`src/sv/sem_pkg.sv`:
```
// Shared types, constants and helper functions for the Sobel edge magnitude stream.
// Used by sem_isqrt and sobel_edge_magnitude_stream; depends on nothing else.
package sem_pkg;

    localparam int MAX_WIDTH  = 1024;
    localparam int MAX_HEIGHT = 1024;

    localparam int PIX_W  = 8;
    localparam int CFG_W  = 11;
    localparam int COL_W  = $clog2(MAX_WIDTH);
    localparam int ROW_W  = $clog2(MAX_HEIGHT);
    localparam int POS_W  = 10;
    localparam int SUM_W  = PIX_W + 2;
    localparam int SQ_W   = 2 * PIX_W + 1;
    localparam int SQRT_STEPS = PIX_W;
    localparam int STEP_W = $clog2(SQRT_STEPS);
    localparam int REM_W  = PIX_W + 2;
    localparam int CFG_IDX_W = 2;

    localparam logic [CFG_IDX_W-1:0] CFG_IDX_WIDTH  = CFG_IDX_W'(0);
    localparam logic [CFG_IDX_W-1:0] CFG_IDX_HEIGHT = CFG_IDX_W'(1);

    localparam logic [CFG_W-1:0] SIZE_MIN       = CFG_W'(3);
    localparam logic [CFG_W-1:0] WIDTH_LIMIT    = CFG_W'(MAX_WIDTH);
    localparam logic [CFG_W-1:0] HEIGHT_LIMIT   = CFG_W'(MAX_HEIGHT);
    localparam logic [PIX_W-1:0] PIX_MAX        = {PIX_W{1'b1}};

    typedef struct packed {
        logic [PIX_W-1:0] pixel;
        logic             frame_start;
    } sem_in_t;

    typedef struct packed {
        logic [PIX_W-1:0] magnitude;
        logic [POS_W-1:0] out_row;
        logic [POS_W-1:0] out_col;
        logic             valid_res;
        logic             frame_end;
    } sem_out_t;

    typedef struct packed {
        logic            start;
        logic [SQ_W-1:0] value;
    } sem_sqrt_req_t;

    typedef struct packed {
        logic             done;
        logic [PIX_W-1:0] root;
    } sem_sqrt_rsp_t;

    typedef enum logic [2:0] {
        ST_IDLE,
        ST_WIN,
        ST_SQUARE,
        ST_ROOT,
        ST_DONE
    } sem_state_t;

    function automatic logic [CFG_W-1:0] clamp_size(input logic [CFG_W-1:0] v,
                                                    input logic [CFG_W-1:0] hi);
        logic [CFG_W-1:0] r;
        if (v < SIZE_MIN) begin
            r = SIZE_MIN;
        end else if (v > hi) begin
            r = hi;
        end else begin
            r = v;
        end
        return r;
    endfunction

    function automatic logic [PIX_W-1:0] grad_sat(input logic [SUM_W-1:0] plus,
                                                  input logic [SUM_W-1:0] minus);
        logic [SUM_W:0]   d;
        logic [PIX_W-1:0] r;
        d = {1'b0, plus} - {1'b0, minus};
        if (d[SUM_W]) begin
            r = '0;
        end else if (d[SUM_W-1:PIX_W] != '0) begin
            r = PIX_MAX;
        end else begin
            r = d[PIX_W-1:0];
        end
        return r;
    endfunction

endpackage

```
`src/sv/sem_isqrt.sv`:
```
// Iterative floor square root, two radicand bits per cycle, saturating at 255.
// Depends on sem_pkg for widths and the request and response structs.
module sem_isqrt (
    input  logic                   aclk,
    input  logic                   aresetn,
    input  sem_pkg::sem_sqrt_req_t req,
    output sem_pkg::sem_sqrt_rsp_t rsp
);
    import sem_pkg::*;

    logic              busy_reg, busy_next;
    logic              done_reg, done_next;
    logic [STEP_W-1:0] cnt_reg, cnt_next;
    logic [2*PIX_W-1:0] rad_reg, rad_next;
    logic [REM_W-1:0]  rem_reg, rem_next;
    logic [PIX_W-1:0]  root_reg, root_next;

    logic [REM_W+1:0]  rem_sh;
    logic [REM_W+1:0]  trial;
    logic              ge;
    logic [REM_W+1:0]  rem_sub;

    always_comb begin
        rem_sh  = {rem_reg, rad_reg[2*PIX_W-1 -: 2]};
        trial   = {2'b00, root_reg, 2'b01};
        ge      = rem_sh >= trial;
        rem_sub = ge ? (rem_sh - trial) : rem_sh;
    end

    always_comb begin
        busy_next = busy_reg;
        done_next = 1'b0;
        cnt_next  = cnt_reg;
        rad_next  = rad_reg;
        rem_next  = rem_reg;
        root_next = root_reg;
        if (req.start) begin
            if (req.value[SQ_W-1]) begin
                root_next = PIX_MAX;
                done_next = 1'b1;
                busy_next = 1'b0;
            end else begin
                rad_next  = req.value[2*PIX_W-1:0];
                rem_next  = '0;
                root_next = '0;
                cnt_next  = STEP_W'(SQRT_STEPS - 1);
                busy_next = 1'b1;
            end
        end else if (busy_reg) begin
            rad_next  = {rad_reg[2*PIX_W-3:0], 2'b00};
            rem_next  = rem_sub[REM_W-1:0];
            root_next = {root_reg[PIX_W-2:0], ge};
            if (cnt_reg == '0) begin
                busy_next = 1'b0;
                done_next = 1'b1;
            end else begin
                cnt_next = cnt_reg - 1'b1;
            end
        end
    end

    always_ff @(posedge aclk) begin
        if (!aresetn) begin
            busy_reg <= 1'b0;
            done_reg <= 1'b0;
        end else begin
            busy_reg <= busy_next;
            done_reg <= done_next;
        end
        cnt_reg  <= cnt_next;
        rad_reg  <= rad_next;
        rem_reg  <= rem_next;
        root_reg <= root_next;
    end

    assign rsp.done = done_reg;
    assign rsp.root = root_reg;

    a_no_start_while_busy: assert property (@(posedge aclk) disable iff (!aresetn)
        busy_reg |-> !req.start)
        else $error("square root restarted while busy");

    a_done_ends_busy: assert property (@(posedge aclk) disable iff (!aresetn)
        done_reg |-> !busy_reg)
        else $error("square root done while still iterating");

    a_busy_bounded: assert property (@(posedge aclk) disable iff (!aresetn)
        (busy_reg && cnt_reg == '0 && !req.start) |=> done_reg)
        else $error("square root missed its last step");

endmodule

```
`config.mk`:
```
export PLATFORM = sky130hd
export DESIGN_NAME = sem_isqrt
export DESIGN_NICKNAME = d
export VERILOG_FILES = /design/src/sv/sem_pkg.sv /design/src/sv/sem_isqrt.sv
export SDC_FILE = /design/constraint.sdc
export NUM_CORES = 1
export LEC_CHECK = 0
export BUFFER_PORTS_ARGS = -buffer_cell sky130_fd_sc_hd__buf_4
export CAP_MARGIN = 25
export CORE_ASPECT_RATIO = 1.5
export CORE_MARGIN = 4
export CORE_UTILIZATION = 55
export CTS_CLUSTER_SIZE = 25
export DETAILED_ROUTE_END_ITERATION = 12
export PLACE_DENSITY = 0.81
export SYNTH_ARGS = -nofsm -noshare
export SYNTH_HDL_FRONTEND = slang
export SYNTH_SLANG_ARGS = --single-unit
export TNS_END_PERCENT = 1
```
`constraint.sdc`:
```
create_clock -name aclk -period 4.2 [get_ports aclk]
set_clock_uncertainty 0.05 [all_clocks]
set_input_delay 0.42 -clock aclk [delete_from_list [all_inputs] [get_ports aclk]]
set_output_delay 0.42 -clock aclk [all_outputs]
set_load 0.005 [all_outputs]
```
==> out/results.txt, run 1 <==
The tools report the number of standard cells in the final layout excluding fillers as 258. The area growth from synthesis to layout is 14.7%. Number of fill cells in the layout: 320. Number of endpoints with negative hold slack in the final report: 0. The largest individual stage delay along the critical path comes from the cell ha_1.

The logs give 4 for the detailed-router iteration count before antenna repair and 39 for the total number of clock tree sinks. Number of flip-flops under the largest register name: 16. Yosys mapped a number of flops with a built-in enable equal to 37. By startpoint and endpoint, the worst setup path is classified as flop to flop. For this configuration, the core starts out at a cell density of 56.6%. Counting every net in the synthesized netlist gives 215. The pin count of the biggest net entering global routing is 39, and the post-synthesis sequential element count is 39. Traced cell by cell, the critical path runs through inv_1, ha_1, o21ai_1, a21oi_2, o311a_1, nor3_1, a311oi_2.

The final layout contains 246 nets. On the worst path, the slowest cell contributes a delay of 0.42 ns. For this run, global-route usage on met1 was measured as 22.6%. The logs give 29 for the top-level I/O count and 4.67% for the met3 track demand over resource in global routing. Broken down by cell family, the worst path's largest delay share belongs to compound AO/OA/AOI/OAI gates. The kind of capture point of the worst setup path is a flop. The number of slew-limit violations in the final report is 0, and the horizontal die dimension is 59.9 um. The floorplan row count was 28. The number of inserted diodes was 0. The insertion delay of the later-clocked pin in the worst-skew pair came out at 0.29 ns. The first global-routing pass estimated 7320 um of wire. Port buffering added 28 buffers. VDD sags by at most 0.287 mV. The detail route stage leaves a number of antenna-violating nets equal to 0. After clock tree synthesis, the repair step resized 0 gates. The post-route netlist has 31.0% of its cells at a drive strength greater than 1. Wires add up to 4390 um. TritonCTS built the clock tree. The post-synthesis area per instance came out at 12.1 sq um. The post-CTS setup buffer count came out at 0.

The pin slew with the least headroom to its limit was 0.594 ns; the post-detailed-route DRC marker count was 0. The top achievable clock speed was 0.461 GHz; the CTS buffer count was 5. The run gives 0.986 nW as the leakage power summed over all cells. In this run the most used layer during global routing was met2. Once placement completed, the tool counted placed cells totaling 252. The average wire per standard cell came out at 17.0 um. In the synthesized netlist the dominant register cell turns out to be edfxtp_1.

For this block, the initial DRC count from the detailed router was 44. The number of global-route vias before repair is 1575, and the sequential cell area fraction in the yosys report is 51.9%. In the final layout, the multi-input gates occupy 991 sq um. The run finished with clean final reports. In this run the vertical extent of the chip is 85.8 um. The via density per instance was 5.98. The post-CTS clock slew at the launch and capture registers of the worst setup and hold paths is 0.07 ns, and the worst path required time is 4.27 ns. The number of failing setup endpoints in the final timing report came out at 0. The tightest min-delay check is of the input pin to flop type.

The time the worst path needs with I/O delays and setup was 2.17 ns. Global routing consumed, on the met2 layer, 31.6% of the routing resources. Across the whole layout, storage elements account for 1150 sq um. At the end of the flow the core is filled with cells to 64.9%. Measured against its own limit, the worst slew margin works out to 60.1%.

For this run, the number of Yosys warnings is 0. Across all register-to-register paths, the minimum setup slack is 2.03 ns. Summed over all nets, the half-perimeter wirelength after detailed placement is 3250 um.

After routing, the total negative slack on setup checks comes to 0 ns. Global routing used 19.2% of the available tracks across all layers. The placeable core region was 3920 sq um. The count of buffer and inverter cells on the critical path was 1; the sum of overflow across all layers after global routing was 0.

For this design the ratio of total power to cell area is 405 nW/um^2. The routed layout has 1542 vias. The hold-fix buffer count after cts was 0. The initial antenna violation count is 0. Max-cap violations in this run came to 0. The async set or reset register ratio after synthesis was 0%. Setup repair after global routing left no endpoint under its margin. The number of unique standard cell types used by synthesis was 45; the largest buffer count on any clock path was 2. Data arrives at the worst endpoint at 2.24 ns. Dividing the final minimum period by the clock period gives 51.6%.

The area of the die is 5140 sq um, and the placer congestion estimate is 0.921. CTS built an H-tree with a depth of 2. The worst hold slack after final layout was 0.290 ns. The tree is rooted in a clkbuf_8. The maximum fanout along the worst path was 9; the total chip power was 0.00103 W. Sort of element at the start of the critical path: a flop. The cell count after synthesis came out at 183. The tools report the combined area of all synthesized cells as 2220 sq um.
## per-layer routing
metal	routed length, um	share of wire (%)
met5	0	0
met3	260	5.9
met1	1660	38
met2	2350	54
met4	119	2.7
## kinds of logic (layout without fill, tap and decap cells)
| logic type | count (synthesis) | count (layout) | share of synthesized area [%] |
|---|---|---|---|
| buffers and inverters | 20 | 50 | 3.66 |
| muxes | 15 | 15 | 7.61 |
| DFF | 39 | 39 | 51.9 |
| AOI/OAI and AO/OA | 52 | 52 | 18.7 |
| xor gates and xnor gates | 5 | 5 | 1.97 |
| adders and majority gates | 12 | 12 | 6.76 |
| and+or+nand+nor | 40 | 40 | 9.41 |
## cell type report
| cell class | instances | share of cell area [%] |
|---|---|---|
| clock buffer | 6 | 2.85 |
| inverter | 15 | 2.21 |
| multi-input combinational | 124 | 38.9 |
| sequential | 39 | 45.2 |
| tap | 45 | 2.21 |
| timing repair buffer | 29 | 8.55 |
## cells in the mapped netlist (3+ instances only)
| library cell | instances | share of area [%] |
|---|---|---|
| o21ai_0 | 15 | 3.4 |
| inv_1 | 15 | 2.5 |
| nand3_1 | 7 | 1.6 |
| edfxtp_1 | 37 | 50 |
| nand2b_1 | 3 | 0.85 |
| xnor2_1 | 3 | 1.2 |
| a211oi_2 | 3 | 1.7 |
| mux2_2 | 15 | 7.6 |
| ha_1 | 12 | 6.8 |
| a21oi_1 | 8 | 1.8 |
| nand2_1 | 8 | 1.4 |
| o21a_1 | 3 | 1.0 |
| nor2_1 | 6 | 1.0 |
| nor3_1 | 6 | 1.4 |
| a21oi_2 | 3 | 1.2 |
| and2_1 | 3 | 0.85 |
## power breakdown
part / internal, W / total [W] / switching [W]
Sequential: 0.000472 / 0.000488 / 0.0000157
Combinational: 0.000135 / 0.000311 / 0.000176
Clock: 0.000111 / 0.000231 / 0.000120
## metrics by stage
step           setup WS (ns)  area [sq um]
2_1_floorplan          0.809          2220
3_3_place_gp            2.10          2470
3_5_place_dp            2.07          2470
4_1_cts                 2.06          2540
5_1_grt                 1.90          2540
6_report                2.03          2540
## cells in the final DEF, fill, tap and decap left out, drive strengths merged, types with 2 or more instances in the layout
| cell type | n |
|---|---|
| edfxtp | 37 |
| buf | 29 |
| o21ai | 16 |
| inv | 15 |
| mux2 | 15 |
| ha | 12 |
| a21oi | 11 |
| nand2 | 9 |
| nand3 | 7 |
| nor2 | 6 |
| nor3 | 6 |
| clkbuf | 6 |
| a211oi | 4 |
| o21a | 3 |
| nand2b | 3 |
| xnor2 | 3 |
| and2 | 3 |
| or3 | 3 |
| o31ai | 3 |
| a21boi | 2 |
| xor2 | 2 |
| dfxtp | 2 |
| a31oi | 2 |
| a21o | 2 |
## worst paths after layout
kind                         endpoint             startpoint  cells past startpoint
min               busy_reg$_SDFF_PN0_                aresetn                      2
min reg2reg       done_reg$_SDFF_PN0_    busy_reg$_SDFF_PN0_                      2
max          rem_reg[7]$_SDFFCE_PP0P_  root_reg[5]$_DFFE_PN_                      7
max reg2reg  rem_reg[7]$_SDFFCE_PP0P_  root_reg[5]$_DFFE_PN_                      7
No activity file was read; power rests on OpenSTA's default activity.
==> run 2: changes to the inputs <==
Clock period 4.2 ns to 2.2 ns, I/O delays scaled along.
==> run 2 against run 1 <==
  * The flow now finishes with violations (setup timing)
  * Core utilization increased by 4.2 points
  * Clock power increased to 3.1 times the previous value
  * Routed wire length increased by 13%
  * Sequential share of layout area decreased by 2.8 points
  * Sequential cell count unchanged
  * Critical path type unchanged
  * Hold slack got worse by 0.19 ns
  * Worst setup slack got worse by 2.0 ns
  * Final cell count increased by 2.7%
  * Largest cell class unchanged
  * First-iteration DRC count increased by 18%
  * Largest power group unchanged
  * Critical path depth decreased by 1
  * Register-to-register slack got worse by 2.0 ns
==> out/results.txt, run 2 (same netlist as run 1, synthesis figures left out) <==
The placeable core region is 3920 sq um. The logs give 4 for the detailed-router iteration count before antenna repair and 69.1% for the share of the core filled with cells in the final layout. The detail route stage leaves a number of antenna-violating nets equal to 0. The total non-filler cell area in the finished layout was 2710 sq um; the number of endpoints with negative hold slack in the final report was 0.

Global routing consumed, over all layers together, 20.3% of the routing resources. The worst register-to-register path has a setup slack of -0.003 ns. The run gives 0 as the post-detailed-route DRC marker count. For the placer congestion estimate, the log shows 0.870. The area growth from synthesis to layout is 22.1%.

The total met3 wirelength after detailed routing came out at 268 um. In this run the worst setup path begins at rem_reg[1]$_SDFFCE_PP0P_. The number of slew-limit violations in the final report was 0.

The tool flagged a number of max-cap violations equal to 0. Most frequent standard cell in the layout excluding fill and tap cells: edfxtp_1. The initial core utilization was 56.6%; the total chip power was 0.00234 W. Counting the buffers created by CTS gives 5.

After detailed routing, the average wire length per cell comes to 18.7 um. Pin count of the biggest net entering global routing: 39. The post-CTS clock slew at the launch and capture registers of the worst setup and hold paths is 0.07 ns, and the count of cells along the worst register-to-register path is 6.

The tools report the endpoint of the worst setup timing path as rem_reg[6]$_SDFFCE_PP0P_. The run gives 1.04 nW as the leakage power summed over all cells. The run gives 1 as the number of failing setup endpoints in the final timing report. For the initial antenna violation count, the log shows 0. The run finished, with violations left.

In this run the tightest slew margin relative to its limit is 64.9%. The port buffer count is 28. The worst path setup slack after routing was -0.00350 ns. The detailed placer's ending HPWL is 3560 um, and the highest cell delay on the worst timing path is 0.41 ns.

The sum of overflow across all layers after global routing is 0. The min-delay analysis places its worst path in the category input pin to flop. After the first detailed-routing iteration, the DRC count stood at 52. The number of flip-flops under the largest register name was 16. The startpoint of the worst register-to-register path was rem_reg[1]$_SDFFCE_PP0P_. For the maximum level of the CTS H-tree, the log shows 2. Summed over all nets, wire length on met2 after detailed routing comes to 2720 um. The share of total power dissipated in the clock network is 30.4%. The logs give 4950 um for the aggregate routed wire length and 1850 um for the sum of routed wire segments on met1. Counting buffers and inverters, the worst setup path is 6 cells deep. The checks that failed: setup timing.

Post-route fraction of the period consumed by the critical path: 100%. The cell family contributing the most delay on the critical path is compound AO/OA/AOI/OAI gates. Routed signal wires occupy layers up through met4. The via density per instance came out at 5.99. The top achievable clock speed was 0.454 GHz. The worst setup path is captured at a flop.

At the worst endpoint, the required time is 2.18 ns. Walking the worst path, the cells encountered are ha_1, o21a_1, o31a_1, o41ai_1, a211o_1, a21oi_2. For this run, the post-layout net count is 251.

The largest vdd supply drop is 0.628 mV. In this run switching power makes up 29.2% of total power. The logs give -0.00350 ns for the sum of negative setup slack and 1657 for the number of global-route vias before repair. The tools report the wire length of the first global-routing pass as 7830 um.

Measured along the y axis, the die boundary spans 85.8 um. Internal power contribution: 0.00166 W. The share of total power dissipated in sequential elements is 39.9%. The tools report the insertion delay of the later-clocked pin in the worst-skew pair as 0.30 ns.

The worst setup path is launched from a flop. In this run the deepest clock path goes through 2 buffers. The horizontal die dimension was 59.9 um. TritonCTS built the clock tree.

The total number of clock tree sinks came out at 39. The root buffer cell chosen for the clock tree is clkbuf_8. The top-level I/O count was 29. The floorplan has 28 rows. The critical path in this run is classified as flop to flop. Dividing total power by cell area gives a power density of 862 nW/um^2. The share of total power dissipated in combinational logic is 29.7%.

In the layout the commonest cells are 37 x edfxtp_1, 34 x buf_4, 15 x mux2_2, 14 x inv_1, 13 x o21ai_0. The maximum fanout along the worst path is 4, and the area of the die is 5140 sq um. Library cell contributing the largest single delay on the critical path: edfxtp_1.

For the worst slack at placement, the log shows 0.0417 ns. 0 antenna diodes ended up in the layout. For the pin with the worst max-slew slack, the measured transition is 0.522 ns. Summing over every cut layer, the via total after detailed routing is 1587.

The post-route netlist has 35.5% of its cells at a drive strength greater than 1. The cell area reported after detailed placement is 2510 sq um, and the data arrival time of the critical path is 2.18 ns. The time the worst path needs with I/O delays and setup was 2.20 ns. The worst register-to-register path ends at rem_reg[6]$_SDFFCE_PP0P_.

The count of buffer and inverter cells on the critical path works out to 0. The run gives 0.000681 W as the switching component of the power.
[run 2: power by group through the flow]
stage / Clock, W / Sequential [W] / Combinational (W)
final: 0.000710 / 0.000931 / 0.000695
after global routing: 0.000754 / 0.000938 / 0.000747
after CTS: 0.000726 / 0.000930 / 0.000632
after detailed placement: 0 / 0.000947 / 0.000628
after global placement: 0 / 0.000944 / 0.000603
after floorplan: 0 / 0.000939 / 0.000442
[run 2: how the worst min path moves through the flow]
stage / startpoint / end / slack, ns / cells after the start
after floorplan: aresetn / busy_reg$_SDFF_PN0_ / 0.29 / 1
after global placement: aresetn / busy_reg$_SDFF_PN0_ / 0.38 / 2
after detailed placement: aresetn / busy_reg$_SDFF_PN0_ / 0.40 / 2
after CTS: aresetn / busy_reg$_SDFF_PN0_ / 0.1 / 2
after global routing: aresetn / busy_reg$_SDFF_PN0_ / 0.12 / 2
final: aresetn / busy_reg$_SDFF_PN0_ / 0.10 / 2
[run 2: layer usage]
| layer | vias up | track usage [%] |
|---|---|---|
| met3 | 12 | 3.31 |
| met4 | 0 | 9.88 |
| met1 | 747 | 23.0 |
| met2 | 69 | 35.4 |
| li1 | 759 | - |
| met5 | - | 0 |
[run 2: worst reg2reg max path, stage by stage, from the launching register on]
cell	delay, ns
edfxtp_1	0.41
ha_1	0.38
o21a_1	0.29
o31a_1	0.21
o41ai_1	0.36
a211o_1	0.19
a21oi_2	0.06
[run 2: repair_timing]
action	in CTS	in global routing
endpoints found under the setup margin	0	11
hold buffers	0	0
gates resized for setup	0	11
buffers inserted	0	0
[run 2: metrics by stage]
step | hold WS (ns) | instances
3_5_place_dp | 0.399 | 257
6_report | 0.105 | 265
5_1_grt | 0.116 | 265
3_3_place_gp | 0.384 | 257
4_1_cts | 0.0964 | 265
2_1_floorplan | 0.292 | 183
[run 2: layout make-up]
cell class | instances | area, sq um
multi-input combinational | 124 | 1060
clock inverter | 2 | 60.1
timing repair buffer | 34 | 255
tap | 45 | 56.3
fill | 285 | 1210
sequential | 39 | 1150
inverter | 15 | 56.3
clock buffer | 6 | 72.6
==> run 3: changes to the inputs <==
Settings changed: CORE_ASPECT_RATIO 1.5 to 0.7, SETUP_SLACK_MARGIN set to 0.05.
==> run 3 against run 2 <==
  * The flow now finishes without violations
  * Final cell count is 2.6% higher
  * Via count is 4.0% higher
  * Sequential share of layout area is 1.5 points lower
  * Global-route usage is 0.12 points lower
  * Critical endpoint unchanged
  * Largest cell class is now multi-input combinational cells
  * Largest power group unchanged
  * Highest routed layer unchanged
==> out/results.txt, run 3 (same netlist as run 1, synthesis figures left out) <==
Leaving out fill and tap cells, the most frequent cells in the layout are 37 x edfxtp_1, 34 x buf_4, 15 x inv_1, 15 x mux2_2, 12 x o21ai_0. The logs give 63.8% for the remaining max-slew budget at the tightest pin and 2.26 ns for the data arrival time of the critical path. The run finished with clean final reports. The insertion delay of the later-clocked pin in the worst-skew pair came out at 0.30 ns.

The logs give 0 for the initial antenna violation count and 5130 sq um for the area of the die. The post-route fraction of the period consumed by the critical path works out to 98.7%. For the area of all sequential standard cells, the log shows 1150 sq um. The tools report the initial core utilization as 56.9%. The startpoint of the lowest-slack hold path is aresetn. The placeable core region is 3900 sq um. Summing all multi-input logic gate instances after layout gives 1160 sq um. The library cell used most frequently in the layout, excluding fill and tap cells, is edfxtp_1. The chip height was 61.2 um. The number of antenna diodes in the final layout is 0.

The analysis attributes to cell leakage a power of 1.05 nW. For the number of slew-limit violations in the final report, the log shows 0. The worst register-to-register path begins at rad_reg[14]$_DFFE_PP_. For the cell total after placement, the log shows 262. Compared with the post-synthesis result, the final layout area differs by 26.7%.

Clock tree synthesis inserted a total of 5 buffers. Along the worst path, the maximum fanout reaches 7. The share of total power in the clock network was 27.2%. In this run the clock root is driven by a clkbuf_8.

The count of nets left with antenna violations after detail routing is 0, and the switching share of power is 31.2%. Kind of capture point of the worst setup path: a flop. The sum of overflow across all layers after global routing was 0.

The detailed-router iteration count before antenna repair was 4; the switching component of the power was 0.000737 W. Setup violations remaining at the end of the flow were counted as 0. The top-level I/O count is 29, and the number of flip-flops under the largest register name is 16. Entering global routing, the biggest net connects 39 pins. For the number of fill cells in the layout, the log shows 264. Dividing the detail-routed wire length by the instance count gives 20.6 um. Worst min-delay path class: input pin to flop. Measured on the finished design, the core utilization comes to 72.1%. TritonCTS built the clock tree. The power per cell area is 840 nW/um^2.

Once placement finished, the instance area stood at 2500 sq um. The sort of element at the start of the critical path was a flop. Cells with a size suffix above 1 make up 40.9% of the layout.

The pin slew with the least headroom to its limit is 0.538 ns. The hold-fix buffer count after cts was 0. The tree built by TritonCTS fans out to 39 sinks. The run gives 0.109 ns as the worst hold slack after final layout.

Wire length of the first global-routing pass: 7820 um. Once detailed placement completed, the half-perimeter wirelength came to 3710 um. The number of global-route vias before repair is 1560. Per report_power, the sequential group accounts for 39.7% of the total. Across the run, the number of max-cap violations was 0. The port buffer count works out to 28. Tracing the worst setup path back leads to its startpoint at rad_reg[14]$_DFFE_PP_. Setup total negative slack on the finished layout was measured at 0 ns. Setup repair after global routing could not meet its margin everywhere.

The worst setup path is of the flop to flop kind. Across the VDD grid, the largest voltage drop is 0.534 mV. The internal power contribution came out at 0.00163 W. The count of cells in the finished layout, fillers not included, comes to 272. The placer congestion estimate was 0.875. After detailed routing, the number of remaining DRC violations is 0. Detailed routing inserted a total of 1650 vias. The share of total power dissipated in combinational logic is 33.1%. Global routing used 20.1% of the available tracks across all layers.

In this run the deepest clock path goes through 2 buffers. The initialized floorplan defines 19 standard-cell rows. The via density per instance came out at 6.07. The tools report the number of endpoints with negative hold slack in the final report as 0. The run gives 5590 um as the aggregate routed wire length. After clock tree synthesis, the clock-pin slew on the worst setup and hold paths is 0.08 ns. For this run, the post-layout net count is 251. After routing the design area is 2810 sq um. The time the worst path needs with I/O delays and setup was 2.17 ns; the top achievable clock speed was 0.460 GHz.

The H-tree generated during clock tree synthesis spans 2 levels. The horizontal die dimension came out at 83.9 um. Data on the critical path is required at its endpoint by 2.28 ns. The detailed router finished its first iteration with 158 violations.
-- run 3: cell count changes in the layout (fill, tap and decap cells not counted), moves of 3 or more --
cell,change
nor3_1,-3
ha_1,-4
ha_4,+5
nor3_2,+3
-- run 3: path summary, 6_finish.rpt --
path,depth (start not counted),to,slack [ns]
max,8,rem_reg[6]$_SDFFCE_PP0P_,0.03
min,2,busy_reg$_SDFF_PN0_,0.11
max reg2reg,8,rem_reg[6]$_SDFFCE_PP0P_,0.03
min reg2reg,2,done_reg$_SDFF_PN0_,0.45
-- run 3: cell type report --
class                           count  area share [%]
Clock buffer                        6            2.94
Clock inverter                      2            1.38
Tap cell                           52            2.31
Inverter                           15            2.00
Multi-Input combinational cell    124            41.4
Timing Repair Buffer               34            9.07
Sequential cell                    39            40.9
-- run 3: per-layer routing --
layer	part of all wire (%)	GRT usage, %	vias up
met1	40	26.5	796
met3	8.4	4.68	12
li1	-	-	762
met4	1.3	5.50	0
met5	0	0	-
met2	51	34.4	80
-- run 3: stage by stage --
| step | total power (W) | setup slack (ns) |
|---|---|---|
| after floorplan | 0.00138 | 0.190 |
| after global routing | 0.00246 | -0.0440 |
| after global placement | 0.00154 | 0.0793 |
| final | 0.00236 | 0.0283 |
| after CTS | 0.00222 | 0.0550 |
| after detailed placement | 0.00156 | 0.0222 |
-- run 3: worst max-delay path, stage by stage (launching register included) --
cell	delay (ns)
edfxtp_1	0.42
inv_1	0.11
ha_1	0.28
nor2b_4	0.18
o31ai_4	0.08
buf_4	0.17
a21o_4	0.24
a211o_1	0.28
a21oi_2	0.20
-- run 3: timing repair --
item,4_1_cts,5_1_grt
endpoints found under the setup margin,9,11
pin swaps,0,6
setup buffers,0,2
gates resized for setup,3,27
hold endpoints to repair,0,0
-- run 3: power by group through the flow --
stage          Combinational, W  Clock, W  Sequential (W)
2_1_floorplan          0.000442         0        0.000939
3_3_place_gp           0.000591         0        0.000945
3_5_place_dp           0.000617         0        0.000947
4_1_cts                0.000636  0.000650        0.000931
5_1_grt                0.000836  0.000676        0.000943
6_report               0.000782  0.000644        0.000938
